===== config.mk =====
export PLATFORM = sky130hd
export DESIGN_NAME = sync_frame_checksum_attitude_parser_flat
export DESIGN_NICKNAME = d
export VERILOG_FILES = /design/src/rtl/sfcap_pkg.sv /design/src/rtl/sfcap_if.sv /design/src/rtl/sync_frame_checksum_attitude_parser.sv /design/src/rtl/sfcap_parse.sv /design/src/rtl/sfcap_outbuf.sv /design/src/flat_wrapper.sv
export SDC_FILE = /design/constraint.sdc
export NUM_CORES = 1
export LEC_CHECK = 0
export BUFFER_PORTS_ARGS = -buffer_cell sky130_fd_sc_hd__buf_2
export CAP_MARGIN = 20
export CORE_ASPECT_RATIO = 0.8
export CORE_MARGIN = 5
export CORE_UTILIZATION = 25
export CTS_BUF_LIST = sky130_fd_sc_hd__clkbuf_8
export CTS_CLUSTER_DIAMETER = 40
export DETAILED_ROUTE_END_ITERATION = 10
export GPL_TIMING_DRIVEN = 0
export PLACE_DENSITY = 0.38
export REMOVE_ABC_BUFFERS = 1
export SETUP_SLACK_MARGIN = 0.5
export SLEW_MARGIN = 20
export SYNTH_ARGS = -nofsm -noshare
export SYNTH_HDL_FRONTEND = slang
export SYNTH_SLANG_ARGS = --single-unit

===== constraint.sdc =====
create_clock -name clk -period 13.1 [get_ports clk]
set_clock_uncertainty 0.2 [all_clocks]
set_input_delay 2.62 -clock clk [delete_from_list [all_inputs] [get_ports clk]]
set_output_delay 2.62 -clock clk [all_outputs]
set_load 0.01 [all_outputs]

===== src/rtl/sfcap_pkg.sv =====
`timescale 1ns / 1ps
// ----------------------------------------------------------------------------
// sfcap_pkg
// Shared types and constants of the sync frame checksum attitude parser.
// ----------------------------------------------------------------------------
package sfcap_pkg;

	localparam logic [7:0] SyncFirst  = 8'hAA;
	localparam logic [7:0] SyncSecond = 8'h55;

	// Frame layout: header 0..1, checksummed body 2..10, checksum at 11
	localparam logic [3:0] PosFirst   = 4'd0;
	localparam logic [3:0] SumFirst   = 4'd2;
	localparam logic [3:0] AttFirst   = 4'd5;
	localparam logic [3:0] AttLast    = 4'd10;
	localparam logic [3:0] SumByte    = 4'd11;

	localparam int unsigned AttBytes  = 6;
	localparam int unsigned AttIdxW   = $clog2(AttBytes);

	typedef struct packed {
		logic        [15:0] yaw_hundredths;
		logic signed [15:0] pitch_hundredths;
		logic signed [15:0] roll_hundredths;
	} att_t;

endpackage


===== src/rtl/sfcap_if.sv =====
`timescale 1ns / 1ps
// ----------------------------------------------------------------------------
// sfcap channel interfaces
// Byte input channel and attitude result channel, valid/ready handshake.
// ----------------------------------------------------------------------------
interface sfcap_byte_if;
	logic       valid;
	logic       ready;
	logic [7:0] rx_byte;

	modport source (output valid, output rx_byte, input ready);
	modport sink   (input valid, input rx_byte, output ready);
endinterface

interface sfcap_att_if;
	logic               valid;
	logic               ready;
	logic        [15:0] yaw_hundredths;
	logic signed [15:0] pitch_hundredths;
	logic signed [15:0] roll_hundredths;

	modport source (output valid, output yaw_hundredths, output pitch_hundredths,
		output roll_hundredths, input ready);
	modport sink   (input valid, input yaw_hundredths, input pitch_hundredths,
		input roll_hundredths, output ready);
endinterface


===== src/rtl/sync_frame_checksum_attitude_parser.sv =====
`timescale 1ns / 1ps
// ----------------------------------------------------------------------------
// sync_frame_checksum_attitude_parser
// Parses 12-byte AA 55 framed sensor records and returns raw attitude.
// ----------------------------------------------------------------------------
// One received byte is taken per cycle, every cycle, while the two-entry
// result buffer has room; each byte is handled in the cycle it is accepted
// by the position counter, a running 8-bit checksum and the capture of
// bytes 5 to 10. A byte 0x55 after 0xAA restarts the frame at position 2.
// When the twelfth byte arrives and the wrapping sum of bytes 2 to 10 matches
// it, one result (yaw unsigned, pitch and roll signed, all little-endian, in
// raw hundredths of a degree) enters the buffer and is offered on the next
// cycle if the buffer held none; a mismatching frame gives no result. Input
// ready drops only while both buffer entries hold results not yet taken.
module sync_frame_checksum_attitude_parser
	import sfcap_pkg::*;
(
	input  logic        clk,
	input  logic        arst_n,
	sfcap_byte_if.sink  rx,
	sfcap_att_if.source att
);

	logic acc;
	logic emit;
	logic full;
	att_t frame_att;

	assign rx.ready = !full;
	assign acc      = rx.valid && rx.ready;

	sfcap_parse u_parse (
		.clk     (clk),
		.arst_n  (arst_n),
		.acc     (acc),
		.rx_byte (rx.rx_byte),
		.emit    (emit),
		.att     (frame_att)
	);

	sfcap_outbuf u_outbuf (
		.clk       (clk),
		.arst_n    (arst_n),
		.push      (emit),
		.push_data (frame_att),
		.full      (full),
		.att       (att)
	);

endmodule


===== src/rtl/sfcap_parse.sv =====
`timescale 1ns / 1ps
// ----------------------------------------------------------------------------
// sfcap_parse
// Frame position tracking, resync detection, running checksum and capture
// of the attitude bytes. Flags a finished, checksum-clean frame in the
// cycle its checksum byte is accepted.
// ----------------------------------------------------------------------------
module sfcap_parse
	import sfcap_pkg::*;
(
	input  logic       clk,
	input  logic       arst_n,
	input  logic       acc,
	input  logic [7:0] rx_byte,
	output logic       emit,
	output att_t       att
);

	logic [3:0]         pos_q;
	logic [7:0]         prev_q;
	logic [7:0]         sum_q;
	logic [7:0]         store_q [AttBytes];
	logic               resync;
	logic [3:0]         pos_nxt;
	logic [AttIdxW-1:0] att_idx;
	logic               att_hit;

	assign resync  = (rx_byte == SyncSecond) && (prev_q == SyncFirst);
	assign att_hit = (pos_q >= AttFirst) && (pos_q <= AttLast);
	assign att_idx = AttIdxW'(pos_q - AttFirst);

	always_comb begin
		if (resync) begin
			pos_nxt = SumFirst;
		end else if (pos_q == SumByte) begin
			pos_nxt = PosFirst;
		end else if (pos_q > SumByte) begin
			// unreachable; treat as position zero, then advance
			pos_nxt = PosFirst + 4'd1;
		end else begin
			pos_nxt = pos_q + 4'd1;
		end
	end

	always_ff @(posedge clk or negedge arst_n) begin
		if (!arst_n) begin
			pos_q  <= PosFirst;
			prev_q <= '0;
			sum_q  <= '0;
		end else if (acc) begin
			pos_q  <= pos_nxt;
			prev_q <= rx_byte;
			// restart the sum on the first body byte
			sum_q  <= (pos_q == SumFirst) ? rx_byte : sum_q + rx_byte;
		end
	end

	always_ff @(posedge clk) begin
		if (acc && att_hit) begin
			store_q[att_idx] <= rx_byte;
		end
	end

	assign emit = acc && !resync && (pos_q == SumByte) && (sum_q == rx_byte);

	assign att.yaw_hundredths   = {store_q[1], store_q[0]};
	assign att.pitch_hundredths = {store_q[3], store_q[2]};
	assign att.roll_hundredths  = {store_q[5], store_q[4]};

	a_pos_range: assert property (@(posedge clk) disable iff (!arst_n)
		pos_q <= SumByte)
		else $error("frame position out of range");

	a_resync_pos: assert property (@(posedge clk) disable iff (!arst_n)
		acc && resync |=> pos_q == SumFirst)
		else $error("resync did not move position to first body byte");

	a_advance: assert property (@(posedge clk) disable iff (!arst_n)
		acc && !resync && pos_q < SumByte |=> pos_q == $past(pos_q) + 4'd1)
		else $error("position did not advance");

	a_emit_end: assert property (@(posedge clk) disable iff (!arst_n)
		emit |=> pos_q == PosFirst)
		else $error("result emitted without frame wrap");

endmodule


===== src/rtl/sfcap_outbuf.sv =====
`timescale 1ns / 1ps
// ----------------------------------------------------------------------------
// sfcap_outbuf
// Two-entry result buffer. Decouples the result channel from the byte
// channel so bytes keep flowing while a result waits to be taken.
// ----------------------------------------------------------------------------
module sfcap_outbuf
	import sfcap_pkg::*;
(
	input  logic        clk,
	input  logic        arst_n,
	input  logic        push,
	input  att_t        push_data,
	output logic        full,
	sfcap_att_if.source att
);

	att_t       mem_q [2];
	logic       wr_q;
	logic       rd_q;
	logic [1:0] cnt_q;
	logic       pop;

	assign pop       = att.valid && att.ready;
	assign full      = (cnt_q == 2'd2);
	assign att.valid = (cnt_q != 2'd0);

	assign att.yaw_hundredths   = mem_q[rd_q].yaw_hundredths;
	assign att.pitch_hundredths = mem_q[rd_q].pitch_hundredths;
	assign att.roll_hundredths  = mem_q[rd_q].roll_hundredths;

	always_ff @(posedge clk or negedge arst_n) begin
		if (!arst_n) begin
			wr_q  <= 1'b0;
			rd_q  <= 1'b0;
			cnt_q <= 2'd0;
		end else begin
			if (push) begin
				wr_q <= ~wr_q;
			end
			if (pop) begin
				rd_q <= ~rd_q;
			end
			case ({push, pop})
				2'b10:   cnt_q <= cnt_q + 2'd1;
				2'b01:   cnt_q <= cnt_q - 2'd1;
				default: cnt_q <= cnt_q;
			endcase
		end
	end

	always_ff @(posedge clk) begin
		if (push) begin
			mem_q[wr_q] <= push_data;
		end
	end

	a_no_overflow: assert property (@(posedge clk) disable iff (!arst_n)
		push |-> !full)
		else $error("result pushed into full buffer");

	a_cnt_range: assert property (@(posedge clk) disable iff (!arst_n)
		cnt_q <= 2'd2)
		else $error("buffer count out of range");

	a_ptr_gap: assert property (@(posedge clk) disable iff (!arst_n)
		(cnt_q == 2'd1) |-> (wr_q != rd_q))
		else $error("buffer pointers disagree with count");

endmodule

===== src/flat_wrapper.sv =====
// flat-port wrapper written by rule: the top's interface ports become plain ports
module sync_frame_checksum_attitude_parser_flat import sfcap_pkg::*;
  (clk, arst_n, rx_valid, rx_rx_byte, rx_ready, att_valid, att_yaw_hundredths, att_pitch_hundredths, att_roll_hundredths, att_ready);
  sfcap_byte_if rx_i ();
  sfcap_att_if att_i ();
  input  logic clk;
  input  logic arst_n;
  input wire logic [$bits(rx_i.valid)-1:0] rx_valid;
  input wire logic [$bits(rx_i.rx_byte)-1:0] rx_rx_byte;
  output wire logic [$bits(rx_i.ready)-1:0] rx_ready;
  output wire logic [$bits(att_i.valid)-1:0] att_valid;
  output wire logic [$bits(att_i.yaw_hundredths)-1:0] att_yaw_hundredths;
  output wire logic [$bits(att_i.pitch_hundredths)-1:0] att_pitch_hundredths;
  output wire logic [$bits(att_i.roll_hundredths)-1:0] att_roll_hundredths;
  input wire logic [$bits(att_i.ready)-1:0] att_ready;
  assign rx_i.valid = rx_valid;
  assign rx_i.rx_byte = rx_rx_byte;
  assign rx_ready = rx_i.ready;
  assign att_valid = att_i.valid;
  assign att_yaw_hundredths = att_i.yaw_hundredths;
  assign att_pitch_hundredths = att_i.pitch_hundredths;
  assign att_roll_hundredths = att_i.roll_hundredths;
  assign att_i.ready = att_ready;
  sync_frame_checksum_attitude_parser u_core (.clk(clk), .arst_n(arst_n), .rx(rx_i), .att(att_i));
endmodule

Word-level counts from Yosys, hierarchy flattened
Memory sizes are Yosys's and may differ from the RTL's.
Index checks and enable logic that the tools add are counted.
Storage, ports and cells
  register bits after elaboration: 24
  RAM bits: 144
  input port bits: 12
  output and inout bits: 50
  word-level logic and storage cells: 47
  memories kept: 2
Memory list
  u_core.u_outbuf.mem_q: words 2, bits a word 48, rd ports 1, clocked after Yosys merged registers in 0, wr ports 1, line sfcap_outbuf.sv:18  | att_t mem_q [2];
  u_core.u_parse.store_q: words 6, bits a word 8, rd ports 6, clocked after Yosys merged registers in 0, wr ports 1, line sfcap_parse.sv:22  | logic [7:0] store_q [AttBytes];
Operators by class
  add/subtract/negate cells: 5
  order comparisons: 3
  equality and inequality tests: 8
  mux-type cells: 9
  bitwise operators: 2
  reductions and logical operators: 12
Operators by type and width (count)
  2-to-1 mux 4 bit: 3
  adder 8 bit: 1
  equality test 8 x 7 -> 1 bit, second input constant: 1
  equality test 8 bit: 1
  equality test 8 bit, second input constant: 1
  logical AND 1 bit: 8
  2-to-1 mux 8 bit: 1
  adder 4 x 1 -> 4 bit, second input constant: 1
  equality test 2 bit, second input constant: 2
  equality test 4 x 2 -> 1 bit, second input constant: 1
  equality test 4 bit, second input constant: 1
  greater-or-equal comparator 4 x 3 -> 1 bit, second input constant: 1
  greater-than comparator 4 bit, second input constant: 1
  less-or-equal comparator 4 bit, second input constant: 1
  2-to-1 mux 1 bit: 4
  one-hot mux 2 bit (2 select lines): 1
  nonzero test 2 bit: 2
  subtractor 3 bit, second input constant: 1
  adder 2 x 1 -> 2 bit, second input constant: 1
  equality test 2 x 1 -> 1 bit, second input constant: 1
  zero test 1 bit: 2
  NOT 1 bit: 2
  subtractor 2 x 1 -> 2 bit, second input constant: 1

Depth between registers and ports, before layout
Gate-level depths: netlist of run 1.
  word-level depth: 8
  gate-level depth with buffers: 10

By module
From an unflattened synthesis of run 1, not the netlist that was laid out.
Unflattened totals
  cell total of the unflattened synthesis: 376
  area total of the unflattened synthesis: 6635.1 sq um
Modules (own cells, without submodules)
  sfcap_outbuf: times used 1, cells each 166, area each 3706.1 sq um, sequential area each 2982.9 sq um
  sfcap_parse: times used 1, cells each 208, area each 2919.0 sq um, sequential area each 1941.9 sq um
  sync_frame_checksum_attitude_parser: times used 1, cells each 2, area each 10.0 sq um, sequential area each 0.0 sq um

Worst setup path after synthesis of run 1
No wires, ideal clock.
  kind: input to register
  start point: input port rx_rx_byte[2]
  end point: memory u_core.u_outbuf.mem_q[0][0] (netlist name) (enable)
  arrival: 6.128 ns
  slack: 6.319 ns
  stages: 5
  buffers on the path: 1
  cell sequence: ha_1 or4b_1 or4_1 buf_2 nor2_1
On the way
  word-level cells in the longest chain between the ends: 8
Ends and longest elaborated chain
  start, declared: line flat_wrapper.sv:9  | input wire logic [$bits(rx_i.rx_byte)-1:0] rx_rx_byte;
  equality test 8 x 7 -> 1 bit: line sfcap_parse.sv:28  | assign resync = (rx_byte == SyncSecond) && (prev_q == SyncFirst);
  logical AND 1 bit: line sfcap_parse.sv:28
  zero test 1 bit: line sfcap_parse.sv:64  | assign emit = acc && !resync && (pos_q == SumByte) && (sum_q == rx_byte);
  logical AND 1 bit (2 in a row): line sfcap_parse.sv:64
  logical AND 1 bit *: line sfcap_parse.sv:64
  2-to-1 mux 1 bit *: line sfcap_outbuf.sv:53  | if (push) begin
  2-to-1 mux 1 bit (not written as such) *: line sfcap_outbuf.sv:54  | mem_q[wr_q] <= push_data;
  end, declared: line sfcap_outbuf.sv:18
Mark *: on every way between the ends. The rest lies on a longest branch, timed or not.

Worst setup path after layout of run 1
  start point: input port rx_rx_byte[3]
  end point: memory u_core.u_outbuf.mem_q[1][35] (netlist name) (enable)
The elaborated chain is that of the path after synthesis.

==> flow_metrics.tcl, run 1 <==
set metrics [dict create \
    status "complete, no violations" \
    slew_headroom 0.409 \
    syn-cell-area_um2 6530 \
    synth_area_leader_cell "edfxtp_1" \
    hold_viol_final 0 \
    synth_edf_count 144 \
    worst_slew_pin_slew_ns 0.884 \
    crit_fanout 24 \
    grt_overflow 0 \
    initial_core_util 0.256 \
    rr_endpoint "u_core.u_outbuf.mem_q[1][35]$_DFFE_PP_" \
    antenna_found_initial 0 \
    core_um2 25500 \
    async_flop_share 0.143 \
    power_mw 1.45 \
    dr.first_iter.drc_count 125 \
    synth_top_area_frac 0.663 \
    crit_required_ns 13.06 \
    critPathKind "in2reg" \
    holdPathStages 0 \
    grt_max_degree 34 \
    syn_inst 391 \
    cp-start-kind "input port" \
    synth.distinct_cells 49 \
    drc 0 \
    rsz0062_at_grt "no" \
    ant_nets 0 \
    die-area_um2 29500 \
    peakVddDrop_mv 0.0646 \
    postCtsHoldBufs 0 \
    cp-end-kind "register" \
    num_vias 3420 \
    cts_sinks 168 \
    h-tree-depth 4 \
    min_from "u_core.u_parse.store_q[0][7]$_DFFE_PP_" \
    min_delay_worst_endpoint "u_core.u_outbuf.mem_q[0][39]$_DFFE_PP_" \
    setup-tns-final_ns 0 \
    drt-total-wl_um 14400 \
    path_clk_slew_ns 0.11 \
    yosys_warnings 0 \
    nNetsFinal 487 \
    antenna_cells 0 \
    slew_viol_final 0 \
    crit_start "rx_rx_byte[3]" \
    die_x_um 191 \
    synthFlopType "edfxtp_1" \
    layout_min_cycle_time_ns 5.31 \
    hold_path_class "reg2reg" \
    synthTopCellsByArea "edfxtp_1 66%, dfrtp_1 9.2%, mux2_2 8.3%" \
    powerDensity_nw_per_um2 187 \
    rr_worst_depth 6 \
    grt_pass1_vias 3661 \
    cts_buffers 17 \
    tritoncts "done" \
    rows 52 \
    firstDrtPassIters 4 \
    fmax_mhz 188 \
    grt_pass1_wl_um 22100 \
    synth_seq_area_share 0.755 \
    yosys_register_bits 168 \
    port-buffer-count 61 \
    fp.dieH_um 155 \
    drv_cap 0 \
    grt_util_all_layers 0.100 \
    insertion_delay_ns 0.46 \
    io_pins 62 \
    postSynthAreaPerCell_um2 16.7 \
    cts-resized-gates 0 \
    rrSetupSlack_ns 9.63 \
    cts-root-buf "clkbuf_8" \
    clock_path_buffers 2 \
    cp_data_arrival_time_ns 5.28 \
    vias_per_cell 4.14 \
    routedWlPerCell_um 17.4 \
    timing.rr.start "u_core.u_outbuf.cnt_q[0]$_DFFE_PN0P_" \
    drive_above_1_share 0.326 \
    post_cts_buffers 0 \
    fin_crit_sh 0.406 \
    dpl.hpwl_um 9110 \
    area_growth_syn_to_layout_pct 19.4 \
    p_leak_nw 2.76 \
    gp_congestion 0.747 \
    setup_viol 0 \
]
## per-stage QoR
step	std cells	setup slack [ns]	utilization	hold WS, ns	area [um2]
2_1_floorplan	376	6.32	-	0.221	6470
3_3_place_gp	788	4.04	0.283	0.222	7210
3_5_place_dp	794	7.24	0.289	0.230	7360
4_1_cts	826	7.78	0.306	0.241	7790
5_1_grt	826	7.69	0.306	0.241	7790
6_report	826	7.79	0.306	0.237	7790
## cells in the final DEF (no fill, tap or decap), types with 2 or more instances in the layout
master,count
a21o_1,4
a211oi_1,3
nor2_4,2
inv_8,3
buf_12,3
nand2b_1,3
mux2_2,48
inv_6,2
xnor2_1,4
xor2_1,5
dfrtp_1,23
o31ai_1,3
mux2i_1,2
clkbuf_8,17
buf_2,61
a31oi_1,4
o21a_1,2
a21oi_1,11
clkinv_8,7
nand3_1,3
nor2_1,14
o21ai_0,8
o22ai_1,2
inv_1,9
nor3_2,2
ha_1,12
edfxtp_1,144
buf_16,2
nand2_1,37
nor4_1,2
nor4bb_1,2
and2_1,3
## cells in the mapped netlist, types with 3 or more instances
cell type and instances:
edfxtp_1 144, dfrtp_1 24, mux2_2 48, buf_1 7
nand3_1 3, a211oi_1 3, and2_1 3, nand2b_1 3
nor2_1 16, inv_1 9, xor2_1 5, ha_1 12
nor3_1 3, xnor2_1 4, clkbuf_1 6, nand2_1 37
o21ai_0 8, o31ai_1 3, a31oi_1 4, a21oi_1 11
a21o_1 4
## report_power, final
| part | switching, mW | total [mW] | leakage, nW | internal, mW |
|---|---|---|---|---|
| combinational | 0.217 | 0.393 | 0.968 | 0.176 |
| clock | 0.235 | 0.384 | 0.209 | 0.150 |
| sequential | 0.0464 | 0.677 | 1.58 | 0.631 |
## registers in the layout, summed over array words and instances (netlist names)
| signal | count |
|---|---|
| u_core.u_outbuf.rd_q | 1 |
| u_core.u_parse.sum_q | 8 |
| u_core.u_parse.prev_q | 8 |
| u_core.u_outbuf.cnt_q | 2 |
| u_core.u_outbuf.mem_q | 96 |
| u_core.u_parse.pos_q | 4 |
| u_core.u_outbuf.wr_q | 1 |
| u_core.u_parse.store_q | 48 |
## metal layers
metal | track usage | wire (um) | up-vias
li1 | - | - | 1613
met1 | 0.131 | 6680 | 1734
met2 | 0.166 | 6940 | 65
met3 | 0.0293 | 624 | 8
met4 | 0.0236 | 113 | 0
met5 | 0 | 0 | -
## kinds of logic after synthesis
family / Yosys count / synth area share
DFF: 168 / 0.755
and+or+nand+nor: 81 / 0.0594
adders and majority gates: 13 / 0.0261
buffers and inverters: 24 / 0.0142
muxes: 50 / 0.0859
AOI/OAI and AO/OA: 45 / 0.0451
xor gates and xnor gates: 10 / 0.0146
## critical path: stages
cell	delay, ns
buf_2	0.32
ha_1	0.37
or4b_1	0.55
or4_1	0.71
nor2_4	0.44
buf_12	0.25
## final cells by class
cell class | count | area [um2]
inverters | 9 | 33.8
flip-flops and latches | 168 | 4930
repair buffers | 67 | 428
clock inverters | 15 | 198
fillers | 2541 | 17700
well taps | 351 | 439
multi-input cells | 199 | 1530
clock buffers | 17 | 234
## worst max-delay path by stage
| stage | endpoint | slack [ns] | cells past startpoint |
|---|---|---|---|
| after global routing | u_core.u_outbuf.mem_q[1][1]$_DFFE_PP_ | 7.69 | 6 |
| after CTS | u_core.u_outbuf.mem_q[0][40]$_DFFE_PP_ | 7.78 | 6 |
| final | u_core.u_outbuf.mem_q[1][35]$_DFFE_PP_ | 7.79 | 6 |
| after detailed placement | u_core.u_outbuf.mem_q[1][4]$_DFFE_PP_ | 7.24 | 6 |
| after floorplan | u_core.u_outbuf.mem_q[0][0]$_DFFE_PP_ | 6.32 | 4 |
| after global placement | u_core.u_outbuf.mem_q[1][4]$_DFFE_PP_ | 4.04 | 5 |
(Power assumes the default switching activity.)
==> run 2, diff against run 1 <==
- ABC_AREA: default -> 1
- clock period: 13.1 -> 5.2 ns (I/O delays scaled with it)
==> run 2 against run 1 <==
Net effect: design area shrank 1.2%; clock-buffer cell count did not move; synthesized cell count grew 34%.
==> flow_metrics.tcl, run 2 <==
set metrics [dict create \
    io_pins 62 \
    layout_common_cells "197 x nand2_1, 144 x edfxtp_1, 61 x buf_2, 31 x inv_1, 23 x dfrtp_1" \
    syn_inst 523 \
    crit_start "rx_valid" \
    crit_required_ns 5.06 \
    rr_endpoint "u_core.u_parse.store_q[4][5]$_DFFE_PP_" \
    p_clk_frac 0.247 \
    peakVddDrop_mv 0.175 \
    timing.rr.start "u_core.u_outbuf.cnt_q[0]$_DFFE_PN0P_" \
    synth_edf_count 144 \
    rows 53 \
    h-tree-depth 4 \
    internal_power_mw 2.33 \
    gp_congestion 0.714 \
    port-buffer-count 61 \
    core_um2 26100 \
    cts-resized-gates 0 \
    endpoint "u_core.u_parse.store_q[4][5]$_DFFE_PP_" \
    powerDensity_nw_per_um2 472 \
    crit_fanout 22 \
    cp_data_arrival_time_ns 3.55 \
    dpl.hpwl_um 9000 \
    die-area_um2 29600 \
    met1_usage 0.136 \
    antenna_cells 0 \
    layout_commonest_cell "nand2_1" \
    hold_path_class "reg2reg" \
    worst_slew_pin_slew_ns 0.994 \
    insertion_delay_ns 0.45 \
    drv_cap 0 \
    grt_max_degree 50 \
    post_cts_buffers 0 \
    combPwrFrac 0.280 \
    critPathKind "in2reg" \
    postSynthAreaPerCell_um2 12.6 \
    synthTopCellsByArea "edfxtp_1 66%, nand2_1 11%, dfrtp_1 9.1%" \
    drt-total-wl_um 14400 \
    fmax_mhz 271 \
    firstDrtPassIters 4 \
    slew_viol_final 0 \
    power_mw 3.64 \
    setup-tns-final_ns 0 \
    stdcell_area_um2 7700 \
    drive_above_1_share 0.184 \
    routedWlPerCell_um 15.0 \
    nNetsFinal 616 \
    async_flop_share 0.143 \
    grt_pass1_vias 3922 \
    yosys-top-cells-count "197 x nand2_1, 144 x edfxtp_1, 32 x inv_1" \
    hold_viol_final 0 \
    reg_top3 "u_core.u_outbuf.mem_q: 96 flops, u_core.u_parse.store_q: 48 flops" \
    rrSetupSlack_ns 1.69 \
    placed_area_um2 7320 \
    vias_per_cell 4.00 \
    die_x_um 191 \
    slew_headroom 0.335 \
    num_vias 3840 \
    status "complete, no violations" \
    rr_worst_depth 6 \
    largest_register "u_core.u_outbuf.mem_q" \
    area_growth_syn_to_layout_pct 17.3 \
    path_clk_slew_ns 0.10 \
    use_met2 0.161 \
    grt_pass1_wl_um 22400 \
    fp.dieH_um 155 \
    cts-root-buf "clkbuf_8" \
    synth_top_area_frac 0.659 \
    min_from "u_core.u_parse.store_q[1][5]$_DFFE_PP_" \
    cp-end-kind "register" \
    globalRouteMet3Util 0.0260 \
    cp-start-kind "input port" \
    holdPathStages 0 \
    rsz0062_at_grt "no" \
    yosys_register_bits 168 \
    p_leak_nw 3.03 \
    clock_path_buffers 2 \
    synth_area_leader_cell "edfxtp_1" \
    largest_reg_flops 96 \
    swShare 0.358 \
    postCtsHoldBufs 0 \
    antenna_found_initial 0 \
    cts_buffers 17 \
    synth_seq_area_share 0.750 \
    power_switching_mw 1.30 \
    synth.distinct_cells 29 \
    ant_nets 0 \
    drc 0 \
    grt_util_all_layers 0.100 \
    syn-cell-area_um2 6570 \
    post-route-util 0.296 \
    initial_core_util 0.252 \
    tritoncts "done" \
    cts_sinks 168 \
    p_seq_frac 0.473 \
    setup_viol 0 \
    dr.first_iter.drc_count 164 \
    grt_overflow 0 \
    layout_min_cycle_time_ns 3.69 \
    busiest_layer "met2" \
    synthFlopType "edfxtp_1" \
    yosys_warnings 0 \
    fin_crit_sh 0.709 \
    yosysMostFrequentCell "nand2_1" \
]
## run 2: cell types whose count changed in the layout (fill, tap and decap cells not counted), moves of 4 or more
cell,before,now
a21o_1,4,0
clkinv_8,7,1
inv_1,9,31
mux2_2,48,0
nand2_1,37,197
nand3_1,3,14
nor2_1,14,19
o21ai_0,8,21
## run 2: how the worst min path moves through the flow
stage | endpoint | slack [ns]
detailed placement | u_core.u_outbuf.mem_q[0][2]$_DFFE_PP_ | 0.23
global route | u_core.u_outbuf.mem_q[1][42]$_DFFE_PP_ | 0.24
CTS | u_core.u_outbuf.mem_q[1][45]$_DFFE_PP_ | 0.23
global placement | u_core.u_outbuf.mem_q[0][11]$_DFFE_PP_ | 0.22
floorplan | u_core.u_outbuf.mem_q[0][0]$_DFFE_PP_ | 0.22
finish | u_core.u_outbuf.mem_q[1][45]$_DFFE_PP_ | 0.23
## run 2: metal layers
| metal | routed length, um | share of wire | vias to the layer above |
|---|---|---|---|
| met5 | 0 | 0 | - |
| met2 | 6590 | 0.46 | 66 |
| met3 | 537 | 0.037 | 12 |
| met4 | 203 | 0.014 | 0 |
| met1 | 7120 | 0.49 | 1853 |
| li1 | - | - | 1909 |
## run 2: layout make-up
type	instances	area (um2)
repair buffers	64	380
flip-flops and latches	168	4930
multi-input cells	305	1430
clock buffers	17	234
inverters	35	136
clock inverters	14	144
fillers	2660	18400
well taps	357	447
## run 2: logic make-up (layout without fill, tap and decap cells)
family          count (synthesis)  count (layout)  share of synthesized area
compound gates                 40              40                     0.0333
xor+xnor                        5               5                    0.00667
fa+ha+maj                      13              13                     0.0259
buf+inv                        50             130                     0.0332
flops                         168             168                      0.750
simple gates                  247             247                      0.151
## run 2: metrics by stage
step	setup slack [ns]	std cells	hold slack (ns)
final	1.51	960	0.231
after global routing	1.26	960	0.244
after CTS	1.47	960	0.233
after detailed placement	0.982	929	0.229
after global placement	-1.55	926	0.223
after floorplan	0.637	508	0.221
## run 2: critical path, cell delays in order
cell and delay (ns):
buf_2 0.08, a21boi_2 0.68, inv_1 0.58, a21oi_2 0.29
nand2_1 0.11, nor2_1 0.76
## run 2: power by group through the flow
stage          clock network [mW]  registers, mW  logic, mW
2_1_floorplan                   0           1.69      0.684
3_3_place_gp                    0           1.75       1.06
3_5_place_dp                    0           1.76       1.05
4_1_cts                     0.938           1.73       1.05
5_1_grt                     0.993           1.75       1.18
6_report                    0.899           1.72       1.02
